==> src/hw/rtl/aocl_pkg.sv <==
// Package for the A* open/closed list block: defaults, operation and status codes,
// controller states and the command/status structs between controller and datapath.
// No dependencies.
package aocl_pkg;

    localparam int OPEN_DEPTH_DEF   = 256;
    localparam int CLOSED_DEPTH_DEF = 1024;
    localparam int COORD_BITS_DEF   = 16;
    localparam int COST_BITS_DEF    = 32;
    localparam int TAG_BITS_DEF     = 16;

    localparam logic [1:0] KIND_INSERT = 2'd0;
    localparam logic [1:0] KIND_POP    = 2'd1;
    localparam logic [1:0] KIND_CLEAR  = 2'd2;

    localparam logic [2:0] ST_INSERTED    = 3'd0;
    localparam logic [2:0] ST_REPLACED    = 3'd1;
    localparam logic [2:0] ST_DUP_DROP    = 3'd2;
    localparam logic [2:0] ST_CLOSED_DROP = 3'd3;
    localparam logic [2:0] ST_OPEN_FULL   = 3'd4;
    localparam logic [2:0] ST_POPPED      = 3'd5;
    localparam logic [2:0] ST_EMPTY       = 3'd6;
    localparam logic [2:0] ST_CLEARED     = 3'd7;

    typedef enum logic [2:0] {
        S_IDLE,
        S_CSCAN,
        S_OSCAN,
        S_SHUP,
        S_SHDN,
        S_FINISH
    } aocl_state_t;

    typedef struct packed {
        logic       load_item;
        logic       o_re;
        logic       o_we;
        logic       o_wsel_item;
        logic       c_re;
        logic       c_we;
        logic       got_load;
        logic       clr;
        logic       open_inc;
        logic       open_dec;
        logic       closed_inc;
        logic       out_load;
        logic       ovf;
        logic [2:0] code;
    } aocl_cmd_t;

    typedef struct packed {
        logic c_match;
        logic o_cell_eq;
        logic o_cost_gt;
        logic open_empty;
        logic open_full;
        logic closed_full;
        logic out_busy;
    } aocl_stat_t;

endpackage

==> src/hw/rtl/aocl_ctrl.sv <==
// Controller of the A* open/closed list: sequences scans and shifts over the list memories.
// Depends on aocl_pkg.
module aocl_ctrl #(
    parameter int OPEN_DEPTH   = aocl_pkg::OPEN_DEPTH_DEF,
    parameter int CLOSED_DEPTH = aocl_pkg::CLOSED_DEPTH_DEF,
    localparam int OAW = $clog2(OPEN_DEPTH),
    localparam int CAW = $clog2(CLOSED_DEPTH),
    localparam int OCW = $clog2(OPEN_DEPTH + 1),
    localparam int CCW = $clog2(CLOSED_DEPTH + 1)
) (
    input  logic                 clk,
    input  logic                 rst_n,
    input  logic                 in_valid,
    input  logic [1:0]           in_kind,
    output logic                 in_ready,
    input  aocl_pkg::aocl_stat_t stat,
    input  logic [OCW-1:0]       open_used,
    input  logic [CCW-1:0]       closed_used,
    output aocl_pkg::aocl_cmd_t  cmd,
    output logic [OAW-1:0]       o_raddr,
    output logic [OAW-1:0]       o_waddr,
    output logic [CAW-1:0]       c_raddr
);
    aocl_pkg::aocl_state_t state_reg, state_next;
    logic [OCW-1:0] oidx_reg, oidx_next;
    logic [OCW-1:0] ochk_reg, ochk_next;
    logic [OCW-1:0] pos_reg, pos_next;
    logic [CCW-1:0] cidx_reg, cidx_next;
    logic           chk_v_reg, chk_v_next;
    logic           pos_f_reg, pos_f_next;
    logic           grow_reg, grow_next;
    logic           ovf_reg, ovf_next;
    logic [2:0]     code_reg, code_next;

    logic [OCW-1:0] ochk_inc;
    logic [OCW-1:0] ochk_dec;
    logic [OCW-1:0] oidx_dec;

    assign ochk_inc = ochk_reg + 1'b1;
    assign ochk_dec = ochk_reg - 1'b1;
    assign oidx_dec = oidx_reg - 1'b1;

    always_ff @(posedge clk or negedge rst_n)
    begin
        if (!rst_n)
        begin
            state_reg <= aocl_pkg::S_IDLE;
            oidx_reg  <= '0;
            ochk_reg  <= '0;
            pos_reg   <= '0;
            cidx_reg  <= '0;
            chk_v_reg <= 1'b0;
            pos_f_reg <= 1'b0;
            grow_reg  <= 1'b0;
            ovf_reg   <= 1'b0;
            code_reg  <= aocl_pkg::ST_INSERTED;
        end
        else
        begin
            state_reg <= state_next;
            oidx_reg  <= oidx_next;
            ochk_reg  <= ochk_next;
            pos_reg   <= pos_next;
            cidx_reg  <= cidx_next;
            chk_v_reg <= chk_v_next;
            pos_f_reg <= pos_f_next;
            grow_reg  <= grow_next;
            ovf_reg   <= ovf_next;
            code_reg  <= code_next;
        end
    end

    always_comb
    begin
        state_next = state_reg;
        oidx_next  = oidx_reg;
        ochk_next  = ochk_reg;
        pos_next   = pos_reg;
        cidx_next  = cidx_reg;
        chk_v_next = chk_v_reg;
        pos_f_next = pos_f_reg;
        grow_next  = grow_reg;
        ovf_next   = ovf_reg;
        code_next  = code_reg;
        cmd        = '0;
        cmd.code   = code_reg;
        cmd.ovf    = ovf_reg;
        o_raddr    = oidx_reg[OAW-1:0];
        o_waddr    = ochk_inc[OAW-1:0];
        c_raddr    = cidx_reg[CAW-1:0];
        in_ready   = 1'b0;

        unique case (state_reg)
            aocl_pkg::S_IDLE:
            begin
                in_ready = 1'b1;
                if (in_valid)
                begin
                    cmd.load_item = 1'b1;
                    ovf_next      = 1'b0;
                    chk_v_next    = 1'b0;
                    unique case (in_kind)
                        aocl_pkg::KIND_INSERT:
                        begin
                            cidx_next  = '0;
                            state_next = aocl_pkg::S_CSCAN;
                        end
                        aocl_pkg::KIND_POP:
                        begin
                            if (stat.open_empty)
                            begin
                                code_next  = aocl_pkg::ST_EMPTY;
                                state_next = aocl_pkg::S_FINISH;
                            end
                            else
                            begin
                                oidx_next  = '0;
                                state_next = aocl_pkg::S_SHDN;
                            end
                        end
                        aocl_pkg::KIND_CLEAR:
                        begin
                            cmd.clr    = 1'b1;
                            code_next  = aocl_pkg::ST_CLEARED;
                            state_next = aocl_pkg::S_FINISH;
                        end
                        default:
                        begin
                            state_next = aocl_pkg::S_IDLE;
                        end
                    endcase
                end
            end

            aocl_pkg::S_CSCAN:
            begin
                if (chk_v_reg && stat.c_match)
                begin
                    chk_v_next = 1'b0;
                    code_next  = aocl_pkg::ST_CLOSED_DROP;
                    state_next = aocl_pkg::S_FINISH;
                end
                else if (cidx_reg < closed_used)
                begin
                    cmd.c_re   = 1'b1;
                    cidx_next  = cidx_reg + 1'b1;
                    chk_v_next = 1'b1;
                end
                else
                begin
                    chk_v_next = 1'b0;
                    oidx_next  = '0;
                    pos_f_next = 1'b0;
                    state_next = aocl_pkg::S_OSCAN;
                end
            end

            aocl_pkg::S_OSCAN:
            begin
                if (chk_v_reg && stat.o_cell_eq)
                begin
                    chk_v_next = 1'b0;
                    if (stat.o_cost_gt)
                    begin
                        // The new entry goes ahead of the stale one; entries
                        // between the insert point and the stale slot move up.
                        pos_next   = pos_f_reg ? pos_reg : ochk_reg;
                        oidx_next  = ochk_reg;
                        grow_next  = 1'b0;
                        code_next  = aocl_pkg::ST_REPLACED;
                        state_next = aocl_pkg::S_SHUP;
                    end
                    else
                    begin
                        code_next  = aocl_pkg::ST_DUP_DROP;
                        state_next = aocl_pkg::S_FINISH;
                    end
                end
                else
                begin
                    if (chk_v_reg && stat.o_cost_gt && !pos_f_reg)
                    begin
                        pos_next   = ochk_reg;
                        pos_f_next = 1'b1;
                    end
                    if (oidx_reg < open_used)
                    begin
                        cmd.o_re   = 1'b1;
                        ochk_next  = oidx_reg;
                        oidx_next  = oidx_reg + 1'b1;
                        chk_v_next = 1'b1;
                    end
                    else
                    begin
                        chk_v_next = 1'b0;
                        if (stat.open_full)
                        begin
                            code_next  = aocl_pkg::ST_OPEN_FULL;
                            state_next = aocl_pkg::S_FINISH;
                        end
                        else
                        begin
                            if (pos_f_reg)
                            begin
                                pos_next = pos_reg;
                            end
                            else if (chk_v_reg && stat.o_cost_gt)
                            begin
                                pos_next = ochk_reg;
                            end
                            else
                            begin
                                pos_next = open_used;
                            end
                            oidx_next  = open_used;
                            grow_next  = 1'b1;
                            code_next  = aocl_pkg::ST_INSERTED;
                            state_next = aocl_pkg::S_SHUP;
                        end
                    end
                end
            end

            aocl_pkg::S_SHUP:
            begin
                if (chk_v_reg)
                begin
                    cmd.o_we = 1'b1;
                end
                if (oidx_reg > pos_reg)
                begin
                    cmd.o_re   = 1'b1;
                    o_raddr    = oidx_dec[OAW-1:0];
                    oidx_next  = oidx_dec;
                    ochk_next  = oidx_dec;
                    chk_v_next = 1'b1;
                end
                else if (chk_v_reg)
                begin
                    chk_v_next = 1'b0;
                end
                else
                begin
                    cmd.o_we        = 1'b1;
                    cmd.o_wsel_item = 1'b1;
                    o_waddr         = pos_reg[OAW-1:0];
                    cmd.open_inc    = grow_reg;
                    state_next      = aocl_pkg::S_FINISH;
                end
            end

            aocl_pkg::S_SHDN:
            begin
                o_waddr = ochk_dec[OAW-1:0];
                if (chk_v_reg)
                begin
                    if (ochk_reg == '0)
                    begin
                        cmd.got_load = 1'b1;
                    end
                    else
                    begin
                        cmd.o_we = 1'b1;
                    end
                end
                if (oidx_reg < open_used)
                begin
                    cmd.o_re   = 1'b1;
                    ochk_next  = oidx_reg;
                    oidx_next  = oidx_reg + 1'b1;
                    chk_v_next = 1'b1;
                end
                else if (chk_v_reg)
                begin
                    chk_v_next = 1'b0;
                end
                else
                begin
                    cmd.open_dec = 1'b1;
                    if (stat.closed_full)
                    begin
                        ovf_next = 1'b1;
                    end
                    else
                    begin
                        cmd.c_we       = 1'b1;
                        cmd.closed_inc = 1'b1;
                    end
                    code_next  = aocl_pkg::ST_POPPED;
                    state_next = aocl_pkg::S_FINISH;
                end
            end

            aocl_pkg::S_FINISH:
            begin
                if (!stat.out_busy)
                begin
                    cmd.out_load = 1'b1;
                    state_next   = aocl_pkg::S_IDLE;
                end
            end

            default:
            begin
                state_next = aocl_pkg::S_IDLE;
            end
        endcase
    end

endmodule

==> config.mk <==
export PLATFORM = sky130hd
export DESIGN_NAME = aocl_ctrl
export DESIGN_NICKNAME = d
export VERILOG_FILES = /design/src/hw/rtl/aocl_pkg.sv /design/src/hw/rtl/aocl_ctrl.sv
export SDC_FILE = /design/constraint.sdc
export NUM_CORES = 1
export LEC_CHECK = 0
export ABC_AREA = 1
export BUFFER_PORTS_ARGS = -buffer_cell sky130_fd_sc_hd__clkbuf_2
export CORE_MARGIN = 3
export CORE_UTILIZATION = 35
export CTS_CLUSTER_SIZE = 14
export DETAILED_ROUTE_END_ITERATION = 16
export GPL_TIMING_DRIVEN = 0
export PLACE_DENSITY = 0.62
export RECOVER_POWER = 50
export SYNTH_ARGS = -nofsm -noshare
export SYNTH_HDL_FRONTEND = slang
export SYNTH_SLANG_ARGS = --single-unit
==> constraint.sdc <==
create_clock -name clk -period 2.45 [get_ports clk]
set_input_delay 0.1225 -clock clk [delete_from_list [all_inputs] [get_ports clk]]
set_output_delay 0.1225 -clock clk [all_outputs]
set_load 0.05 [all_outputs]
======== Word level (Yosys, flattened, before mapping) ========
Cells that the tools add are included.
word-level totals
  bits in registers ....................... 48
  output and inout port bits .............. 43
  logic and storage cells ................. 184
cells by class
  $add $sub $neg .......................... 5
  order comparisons ....................... 3
  eq/ne operators ......................... 35
  multiplexer cells ....................... 107
  reductions and logical operators ........ 24
operator list
  kind                     count
  $mux W9                  21
  $mux W3                  19
  $pmux W9 S5              1
  $mux W11                 4
  $mux W1                  39
  $ne A2 B2 Y1 const B     18
  $mux W8                  4
  $pmux W9 S3              1
  $pmux W11 S2             1
  $pmux W3 S6              1
  $pmux W8 S2              1
  $reduce_and A5 Y1        3
  $mux W2                  7
  $ne A3 B3 Y1 const B     4
  $pmux W3 S4              1
  $add A11 B1 Y11 const B  1
  $lt A11 B11 Y1           1
  $reduce_and A10 Y1       1
  $add A9 B1 Y9 const B    1
  $gt A9 B9 Y1             1
  $logic_not A9 Y1         1
  $lt A9 B9 Y1             1
  $pmux W3 S3              1
  $sub A9 B1 Y9 const B    1
  other kinds (28)         40

======== Longest topological paths before layout ========
Gate-level depths: netlist of the first run.
  depth in word-level cells ............... 6
  depth in mapped cells ................... 16
  gate-level depth less buffers ........... 15

======== Worst setup path before layout of the first run ========
No wires, ideal clock.
  kind .................................... reg-to-output
  start point ............................. reg oidx_reg[8]
  end point ............................... out o_waddr[0]
  data arrival time ....................... 2.948 ns
  data required time ...................... 2.328 ns
  setup slack ............................. -0.621 ns
  stages on the path, launching flop included .. 9
  buffers on the path ..................... 0
  cell sequence ........................... dfrtp_1 > ha_1 > a21o_1 > nor2_1 > nand3_1 > nand2_1 > nand2_1 > nor2_1 > o21ai_0
between the ends
  cells in the longest elaborated chain, start to end .. 3
RTL lines
  element                   RTL line          text
  start: declaration        aocl_ctrl.sv:25   logic [OCW-1:0] oidx_reg, oidx_next;
  start signal: assignment  aocl_ctrl.sv:61   oidx_reg <= oidx_next;
  $gt A9 B9 Y1              aocl_ctrl.sv:230  if (oidx_reg > pos_reg)
  $mux W8                   aocl_ctrl.sv:230
  $pmux W8 S2               aocl_ctrl.sv:93   unique case (state_reg)
  end: declaration          aocl_ctrl.sv:21   output logic [OAW-1:0] o_waddr,
No other way between the ends.

==> results of run 1 <==
cells by family (layout without fill, tap and decap cells):
kind of cell               Yosys count  count (layout)  share of synthesized area (%)
DFF                                 48              48                          24.13
AOI/OAI and AO/OA                  118             118                          12.90
xor gates and xnor gates            26              26                          4.575
and+or+nand+nor                    425             425                          36.15
buffers and inverters              149             257                          12.69
adders and majority gates           38              38                          9.553
routing by layer:
metal  wire length, µm  global-route usage, %  share of wire [%]
met3              1042                  3.582                6.5
met2              7065                  30.72                 44
met5                 0                      0                  0
met4               282                  5.548                1.8
met1              7613                  28.95                 48
worst reg2reg max path: stages, from the launching register on:
cell and delay, ns:
dfrtp_2 0.46, ha_1 0.30, nand2_1 0.12, inv_1 0.09, a21oi_4 0.18, nand3_4 0.15
buf_4 0.16, nand2_1 0.05, nand3_1 0.14, nor2_4 0.27, inv_4 0.11, nand2_1 0.08
nand2_1 0.05
final cells by class:
| cell class | instances | area (µm²) |
|---|---|---|
| fillers | 1411 | 7202 |
| multi-input cells | 607 | 3428 |
| flip-flops and latches | 48 | 1207 |
| repair buffers | 101 | 659.4 |
| inverters | 117 | 445.4 |
| well taps | 176 | 220.2 |
| plain buffers | 31 | 201.4 |
| clock buffers | 5 | 125.1 |
| clock inverters | 3 | 68.82 |
how the worst min path moves through the flow:
stage | from | end | slack, ns | cells past startpoint
3_3_place_gp | stat[1] | ovf_reg$_DFFE_PN0P_ | 0.41 | 3
3_5_place_dp | stat[1] | ovf_reg$_DFFE_PN0P_ | 0.42 | 3
5_1_grt | stat[1] | ovf_reg$_DFFE_PN0P_ | 0.12 | 3
4_1_cts | stat[1] | ovf_reg$_DFFE_PN0P_ | 0.09 | 3
6_report | stat[1] | ovf_reg$_DFFE_PN0P_ | 0.11 | 3
2_1_floorplan | rst_n | chk_v_reg$_DFFE_PN0P_ | -0.17 | 0
through the flow:
stage	instance area [µm²]	hold WS (ns)	setup TNS, ns	power (µW)	std cells
2_1_floorplan	4992	-0.1731	-1.351	5178	804
3_3_place_gp	5583	0.4137	-0.6187	6475	1054
3_5_place_dp	5583	0.4182	-0.6677	6477	1054
4_1_cts	6038	0.09356	0	7887	1072
5_1_grt	6356	0.1247	-0.6916	9118	1088
6_report	6356	0.1087	-0.01106	8460	1088
cell usage after synthesis, types with 5 or more instances:
cell type	count	area (µm²)
nor2_1	62	232.7
clkbuf_1	7	26.28
buf_4	13	97.59
o21ai_1	9	45.04
nand2_2	5	31.28
xor2_1	23	201.4
inv_1	104	390.4
nand2_1	257	964.7
ha_1	38	475.5
nand3_1	66	330.3
inv_2	10	37.54
buf_2	10	50.05
nor3_1	10	50.05
o21ai_0	66	330.3
dfrtp_1	48	1201
a21oi_1	28	140.1
nand4_1	13	81.33
power by group:
part	leakage, µW	internal (µW)	switching (µW)	total [µW]
Sequential	0.000629	1060	315	1380
Combinational	0.00268	2010	4140	6140
Clock	0.0000944	590	350	940
what timing repair did:
action / in CTS / in global routing
pin swaps: 6 / 21
hold buffers: 0 / 1
endpoints found under the hold margin: 0 / 23
cloned: 0 / 1
buffers inserted: 10 / 14
setup endpoints to repair: 23 / 26
gates resized for setup: 51 / 70
==> results.py, run 1 <==
metrics = {
    "outcome": {
        "status": "finished, violations left",
        "violations": "negative setup slack",
    },
    "clock_tree": {
        "cts_buffer_depth": 2,
        "cts-htree-levels": 2,
        "clk_latency_ns": 0.31,
        "clkTransAtPathRegs_ns": 0.07,
        "cts.root.buffer_cell": "clkbuf_16",
        "cts_tree": "yes",
        "cts_sinks": 48,
        "numCtsBuffers": 5,
    },
    "synthesis": {
        "yosys_warnings": 0,
        "yosysSeqAreaShare_pct": 24.13,
        "async_flop_share_pct": 100.0,
        "ys_ff_latch": 48,
        "ys_types": 40,
        "syn_area_um2": 4977,
        "syn_inst": 804,
        "synth_edf_count": 0,
        "syn_avg_cell_area_um2": 6.191,
        "ys.flop_type": "dfrtp_1",
        "synth_fp_nets": 874,
    },
    "global_routing": {
        "grt_first_pass_wirelength_um": 25560,
        "gr-total-overflow": 0,
        "antenna_found_initial": 0,
        "grt_max_degree": 49,
        "grt_pass1_vias": 4949,
        "grt_usage_pct": 20.01,
    },
    "sta": {
        "rsz0062_at_grt": "true",
        "worst_pin_slew_ns": 1.271,
        "skew_ns": 0.01012,
        "setup_slack_ns": -0.01106,
        "hold_viol": 0,
        "drv_slew": 0,
        "fmax_mhz": 406.3,
        "post-route-period-util_pct": 100.5,
        "fin_crit_ns": 2.461,
        "slew_headroom_pct": 15.27,
        "setup_violations": 1,
    },
    "floorplan": {
        "rows": 42,
        "initial_core_util_pct": 36.71,
        "die_w_um": 125.3,
        "core_um2": 13560,
        "ios": 75,
        "die_y_um": 125.3,
        "die_area_um2": 15690,
    },
    "layout": {
        "final_util_pct": 46.88,
        "final_cell_mix": "nand2_1, inv_1, o21ai_0, nand3_1, nor2_1",
        "antenna_cells": 0,
        "drive_gt1_share_pct": 21.49,
        "layout.nets": 981,
        "syn2layout_area_growth_pct": 27.70,
        "layout_commonest_cell": "nand2_1",
        "largest_register_ffs": 11,
    },
    "hold_path": {
        "hold_class": "input pin to register",
    },
    "worst_setup_path": {
        "path_class": "register to output pin",
        "cp_data_required_time_ns": 2.33,
        "crit_chain": "ha_4, nand2_2, nor2_4, nand3b_1, nand3_4, nand2_4, nand2_2, nand2_4, clkinv_2, buf_6, clkbuf_8",
        "timing.rr.start": "oidx_reg[8]$_DFFE_PN0P_",
        "cp_max_fo": 10,
        "crit_slowest_cell": "dfrtp_2",
        "endpoint": "cmd[14]",
        "r2r-end": "oidx_reg[4]$_DFFE_PN0P_",
        "cp_slowest_stage_delay_ns": 0.46,
        "crit_cells": 11,
        "r2r_setup_slack_ns": 0.17,
        "r2r_cells": 12,
        "worst-path-buf-inv": 3,
        "cp-end-kind": "output pin",
        "cp.arrival_ns": 2.34,
        "crit_start": "oidx_reg[8]$_DFFE_PN0P_",
        "critical_path.startpoint_type": "register",
        "cp_top_family": "simple AND/OR/NAND/NOR gates",
    },
    "drt": {
        "ant_nets": 0,
        "vias": 5443,
        "routedWlPerCell_um": 14.71,
        "first_pass_iters": 5,
        "detail_route.vias_per_cell": 5.003,
        "drt-total-wl_um": 16000,
        "drc": 0,
        "dr.first_iter.drc_count": 426,
    },
    "placed_design": {
        "io_buffers": 74,
        "dp_hpwl_um": 12230,
        "gp_congestion": 0.9371,
        "pre_cts_slack_ns": -0.1305,
    },
    "power_and_ir_drop": {
        "power_leakage_uw": 0.003405,
        "vdd_drop_max_mv": 0.6313,
        "power.density_nw_per_um2": 1331,
    },
    "flow_run": {
        "maxCapViolations": 0,
    },
}
Note: power is estimated with default switching activity, not from simulation.
==> inputs of run 2 (changes only) <==
- BUFFER_PORTS_ARGS: -buffer_cell sky130_fd_sc_hd__clkbuf_2 -> unset
- CTS_BUF_LIST: unset -> sky130_fd_sc_hd__clkbuf_8
- DONT_BUFFER_PORTS: unset -> 1
- MAX_ROUTING_LAYER: unset -> met4
- PLACE_DENSITY: 0.62 -> 0.58
==> run 2 against run 1 <==
Fmax decreased by 4.5%. Total power decreased by 2.9%. Non-clock buffer count decreased by 59. Global-route usage increased by 1.1 points. Clock-buffer cell count increased by 1. Final cell count decreased by 5.4%. Combinational power increased by 1%. Clock power decreased by 44%. The run still ends with negative setup slack left. Die area unchanged. Critical endpoint is now o_waddr[5]. Hold slack improved by 0.020 ns.
==> results.py, run 2 (synthesized netlist as in run 1, its figures left out) <==
metrics = {
    "global_routing": {
        "grt_pass1_vias": 4775,
        "antenna_found_initial": 0,
        "gr-total-overflow": 0,
        "grt_max_degree": 49,
        "grt_usage_pct": 21.10,
        "grt_first_pass_wirelength_um": 26010,
    },
    "worst_setup_path": {
        "cp_max_fo": 7,
        "critical_path.startpoint_type": "register",
        "crit_chain": "ha_1, nand2_2, inv_1, nand2_1, nand2_1, nand2_1, nand3_2, nand2_2, nand2_4, nor2_4, nand2_2, nand3_4",
        "cp_data_required_time_ns": 2.33,
        "crit_slowest_cell": "nor2_4",
        "cp.arrival_ns": 2.45,
        "cp_slowest_stage_delay_ns": 0.45,
        "path_class": "register to output pin",
        "cp-end-kind": "output pin",
    },
    "layout": {
        "layout.nets": 923,
        "fillCellCount": 1431,
        "syn2layout_area_growth_pct": 25.14,
        "final_cell_mix": "nand2_1, inv_1, nor2_1, o21ai_0, nand3_1",
        "design_area_um2": 6228,
        "drive_gt1_share_pct": 21.10,
        "largest_register_ffs": 11,
        "antenna_cells": 0,
        "layout_commonest_cell": "nand2_1",
    },
    "clock_tree": {
        "cts_sinks": 48,
        "cts.root.buffer_cell": "clkbuf_8",
        "cts_tree": "yes",
        "clk_latency_ns": 0.32,
        "numCtsBuffers": 5,
        "cts_buffer_depth": 2,
        "clkTransAtPathRegs_ns": 0.10,
        "cts-htree-levels": 2,
    },
    "power_and_ir_drop": {
        "power.density_nw_per_um2": 1319,
        "vdd_drop_max_mv": 0.6913,
        "power_leakage_uw": 0.003202,
    },
    "floorplan": {
        "initial_core_util_pct": 36.71,
        "die_y_um": 125.3,
        "die_area_um2": 15690,
        "core_um2": 13560,
        "rows": 42,
        "ios": 75,
        "die_w_um": 125.3,
    },
    "placed_design": {
        "dp_hpwl_um": 12470,
        "gp_congestion": 0.9327,
        "io_buffers": 0,
        "placed_area_um2": 5220,
    },
    "drt": {
        "drc": 0,
        "drt-total-wl_um": 16810,
        "detail_route.vias_per_cell": 5.137,
        "dr.first_iter.drc_count": 378,
        "first_pass_iters": 7,
        "routedWlPerCell_um": 16.34,
        "ant_nets": 0,
        "vias": 5286,
    },
    "sta": {
        "setup_slack_ns": -0.1257,
        "fin_crit_ns": 2.576,
        "skew_ns": 0.01136,
        "holdWs_ns": 0.1290,
        "worst_pin_slew_ns": 1.325,
        "post-route-period-util_pct": 105.1,
        "slew_headroom_pct": 11.70,
        "hold_viol": 0,
        "setup_violations": 22,
        "fmax_mhz": 388.2,
        "drv_slew": 0,
        "rsz0062_at_grt": "true",
    },
    "outcome": {
        "violations": "negative setup slack",
        "status": "finished, violations left",
    },
    "hold_path": {
        "hold_class": "input pin to register",
    },
    "flow_run": {
        "maxCapViolations": 0,
    },
}
run 2: worst max-delay path, delay by kind of cell (launching register included):
kind / cells / cell delay [ns]
adders and majority gates: 1 / 0.32
buffers and inverters: 1 / 0.04
and+or+nand+nor: 10 / 1.33
DFF: 1 / 0.44
run 2: through the flow:
step                total power [µW]  utilization (%)  setup slack, ns  TNS (ns)  std cells
floorplan                       5178                -          -0.2191    -1.351        804
global placement                6229            38.45          -0.6459    -6.767        980
detailed placement              6247            38.50          -0.4103    -3.801        981
CTS                             7478            43.22          -0.1172   -0.6496       1011
global route                    8859            45.94          -0.2400    -3.841       1029
finish                          8215            45.94          -0.1257    -1.523       1029
run 2: cell type report:
class	instances	area [µm²]	share of cell area, %
timing repair inverter	1	7.507	0.1205
buffer	32	217.7	3.495
multi-input combinational	607	3681	59.10
clock buffer	6	82.58	1.326
clock inverter	1	8.758	0.1406
sequential	48	1207	19.39
timing repair buffer	41	354.1	5.685
inverter	117	449.2	7.212
tap	176	220.2	3.536
run 2: per-layer routing:
metal,vias to the layer above,track usage [%],part of all wire (%)
met5,-,-,0
met4,0,4.082,1.5
met3,24,4.094,7.1
met2,183,32.46,45
met1,2423,29.17,46
li1,2656,-,-
run 2: repair_timing:
action	in CTS	in global routing
resized for setup	75	65
hold endpoints to repair	49	0
pin swaps	18	31
hold buffers	3	0
gates cloned	0	2
endpoints found under the setup margin	25	37
setup buffers	20	16
run 2: worst paths after layout:
kind,start,to,slack (ns),cells after the start
max,oidx_reg[3]$_DFFE_PN0P_,o_waddr[5],-0.13,12
min,stat[4],grow_reg$_DFFE_PN0P_,0.13,3
max reg2reg,oidx_reg[3]$_DFFE_PN0P_,oidx_reg[6]$_DFFE_PN0P_,-0.04,17
min reg2reg,ovf_reg$_DFFE_PN0P_,ovf_reg$_DFFE_PN0P_,0.52,2
max in group asynchronous,rst_n,oidx_reg[6]$_DFFE_PN0P_,0.84,2
min in group asynchronous,rst_n,ochk_reg[7]$_DFFE_PN0P_,0.70,2
run 2: where the power goes:
group / leakage (µW) / switching [µW] / internal (µW) / total [µW]
clock network: 0.0000473 / 301 / 226 / 528
registers: 0.000629 / 414 / 1060 / 1480
logic: 0.00253 / 4190 / 2020 / 6210
==> inputs of run 3 (changes only) <==
- ABC_AREA: 1 -> 0
- TNS_END_PERCENT: unset -> 1
- clock period: 2.45 -> 2.6 ns (I/O delays scaled with it)
==> run 3 against run 2 <==
Via count down 3.4%. Final area shrank 1.3%. Total power increased by 3.3%. Sequential power hardly changed. Global-route usage grew 0.91 points. The run still ends with negative setup slack left. Register-to-register slack better by 0.03 ns. Combinational power grew 4.2%. Sequential cell count stayed put. Highest routed layer unchanged.
==> results.py, run 3 <==
metrics = {
    "floorplan": {
        "die_y_um": 126.8,
        "die_w_um": 126.8,
        "ios": 75,
        "core_um2": 14100,
        "rows": 43,
        "initial_core_util_pct": 36.22,
        "die_area_um2": 16070,
    },
    "synthesis": {
        "ys_ff_latch": 48,
        "syn_inst": 640,
        "yosys_warnings": 0,
        "yosysTopAreaCell": "dfrtp_1",
        "syn_avg_cell_area_um2": 7.978,
        "synth_area_leaders": "dfrtp_1, ha_1, nand2_1, mux2_2, mux2i_1",
        "synth_fp_nets": 710,
        "syn_area_um2": 5106,
        "yosysMostFrequentCell": "nand2_1",
        "yosysSeqAreaShare_pct": 23.52,
        "ys_types": 72,
        "ys_top_cells_by_count": "nand2_1, dfrtp_1, nor2_1, inv_1, ha_1",
        "async_flop_share_pct": 100.0,
        "ys.flop_type": "dfrtp_1",
        "synth_edf_count": 0,
        "synth_top_area_share_pct": 23.52,
    },
    "layout": {
        "layout_commonest_cell": "nand2_1",
        "drive_gt1_share_pct": 24.82,
        "final_cell_mix": "nand2_1, nor2_1, inv_1, dfrtp_1, buf_4",
        "final_cells": 857,
        "largest_register_ffs": 11,
        "syn2layout_area_growth_pct": 20.44,
        "fillCellCount": 1434,
        "layout.nets": 746,
        "design_area_um2": 6150,
        "antenna_cells": 0,
    },
    "hold_path": {
        "hold_path_startpoint": "open_used[6]",
        "worstHoldPathCells": 2,
        "hold_class": "input pin to register",
        "worstHoldEndpoint": "oidx_reg[6]$_DFFE_PN0P_",
    },
    "sta": {
        "fin_crit_ns": 2.839,
        "fmax_mhz": 352.2,
        "worst_pin_slew_ns": 1.326,
        "rsz0062_at_grt": "true",
        "post-route-period-util_pct": 109.2,
        "drv_slew": 0,
        "hold_viol": 0,
        "setup_slack_ns": -0.2393,
        "setup_violations": 20,
        "finalSetupTns_ns": -2.019,
        "skew_ns": 0.008129,
        "slew_headroom_pct": 11.59,
    },
    "worst_setup_path": {
        "r2r_cells": 8,
        "cp_top_family": "compound AO/OA/AOI/OAI gates",
        "cp_slowest_stage_delay_ns": 0.46,
        "cp_max_fo": 4,
        "r2r-end": "ochk_reg[4]$_DFFE_PN0P_",
        "cp_data_required_time_ns": 2.47,
        "crit_top_cell": "o211ai_1",
        "worst-path-buf-inv": 1,
        "crit_chain": "ha_1, and4_4, o211ai_1, o211ai_1, a211oi_2, buf_4, nor4_1, a211o_2",
        "crit_slowest_cell": "a211o_2",
        "critical_path.startpoint_type": "register",
        "timing.rr.start": "pos_reg[6]$_DFFE_PN0P_",
        "path_class": "register to output pin",
        "r2r_setup_slack_ns": -0.01,
        "cp-end-kind": "output pin",
        "cp.arrival_ns": 2.71,
    },
    "clock_tree": {
        "cts-htree-levels": 2,
        "cts.root.buffer_cell": "clkbuf_8",
        "clk_latency_ns": 0.32,
        "numCtsBuffers": 5,
        "cts_sinks": 48,
        "clkTransAtPathRegs_ns": 0.10,
        "cts_buffer_depth": 2,
        "cts_tree": "yes",
    },
    "power_and_ir_drop": {
        "total_power_uw": 8486,
        "vdd_drop_max_mv": 0.6166,
        "power.density_nw_per_um2": 1380,
        "power_leakage_uw": 0.002642,
    },
    "placed_design": {
        "dp_hpwl_um": 13020,
        "pre_cts_slack_ns": -0.5196,
        "gp_congestion": 0.9389,
        "dp_cells": 822,
        "placed_area_um2": 5369,
        "io_buffers": 0,
    },
    "drt": {
        "detail_route.vias_per_cell": 5.960,
        "drc": 0,
        "routedWlPerCell_um": 20.39,
        "first_pass_iters": 5,
        "drt-total-wl_um": 17470,
        "dr.first_iter.drc_count": 501,
        "vias": 5108,
        "ant_nets": 0,
    },
    "global_routing": {
        "grt_pass1_vias": 5049,
        "grt_max_degree": 49,
        "antenna_found_initial": 0,
        "gr-total-overflow": 0,
        "grt_first_pass_wirelength_um": 27690,
        "grt_usage_pct": 22.01,
    },
    "outcome": {
        "status": "finished, violations left",
        "violations": "negative setup slack",
    },
    "flow_run": {
        "maxCapViolations": 0,
    },
}
-- run 3: cell types whose count changed after synthesis, sizes merged, moves of 20 or more --
cell / delta
inv: -70
mux2: +26
mux2i: +26
nand2: -190
nand3: -48
o21ai: -43
xnor2: +20
-- run 3: metrics by stage --
stage	hold WS (ns)	utilization [%]
global placement	-0.1633	37.87
detailed placement	-0.1632	38.09
finish	0.01700	43.63
CTS	0.01855	42.85
global route	0.02751	43.63
floorplan	-0.1656	-
-- run 3: worst max path at each step --
stage / startpoint / endpoint / slack (ns) / cells after the start
floorplan: oidx_reg[1]$_DFFE_PN0P_ / o_waddr[1] / -0.32 / 7
global placement: oidx_reg[8]$_DFFE_PN0P_ / o_waddr[1] / -0.66 / 7
detailed placement: oidx_reg[1]$_DFFE_PN0P_ / cmd[10] / -0.52 / 7
CTS: oidx_reg[2]$_DFFE_PN0P_ / cmd[10] / -0.27 / 7
global route: oidx_reg[2]$_DFFE_PN0P_ / o_waddr[5] / -0.33 / 8
finish: oidx_reg[7]$_DFFE_PN0P_ / o_waddr[5] / -0.24 / 8
-- run 3: cell families after synthesis --
family	synth area share (%)
buffers and inverters	8.429
and+or+nand+nor	21.59
xor gates and xnor gates	5.146
AOI/OAI and AO/OA	21.10
muxes	10.90
DFF	23.52
adders and majority gates	9.312
-- run 3: power by group --
group          switching (µW)  internal [µW]
logic                    4080           2390
clock network             300            216
registers                 449           1050
total                    4830           3650
-- run 3: layout make-up --
cell class                      count  area [µm²]  area share [%]
Sequential cell                    48        1211           19.69
Timing Repair Buffer               28       224.0           3.642
Buffer                             49       292.8           4.761
Clock inverter                      2       15.01          0.2442
Inverter                           45       172.7           2.808
Clock buffer                        6       82.58           1.343
Multi-Input combinational cell    499        3926           63.85
Tap cell                          180       225.2           3.662
-- run 3: routing by layer --
metal | part of all wire (%) | vias to the layer above | GRT usage (%)
met5 | 0 | - | -
met4 | 1.7 | 0 | 4.984
met3 | 8.5 | 22 | 4.547
met2 | 47 | 217 | 34.12
met1 | 43 | 2484 | 29.68
li1 | - | 2385 | -
-- run 3: what timing repair did --
item | CTS | global route
setup endpoints to repair | 53 | 57
hold endpoints to repair | 49 | 0
buffers inserted | 14 | 8
hold buffers | 3 | 0
pin swaps | 12 | 11
gates resized for setup | 81 | 25
gates cloned | 2 | 0
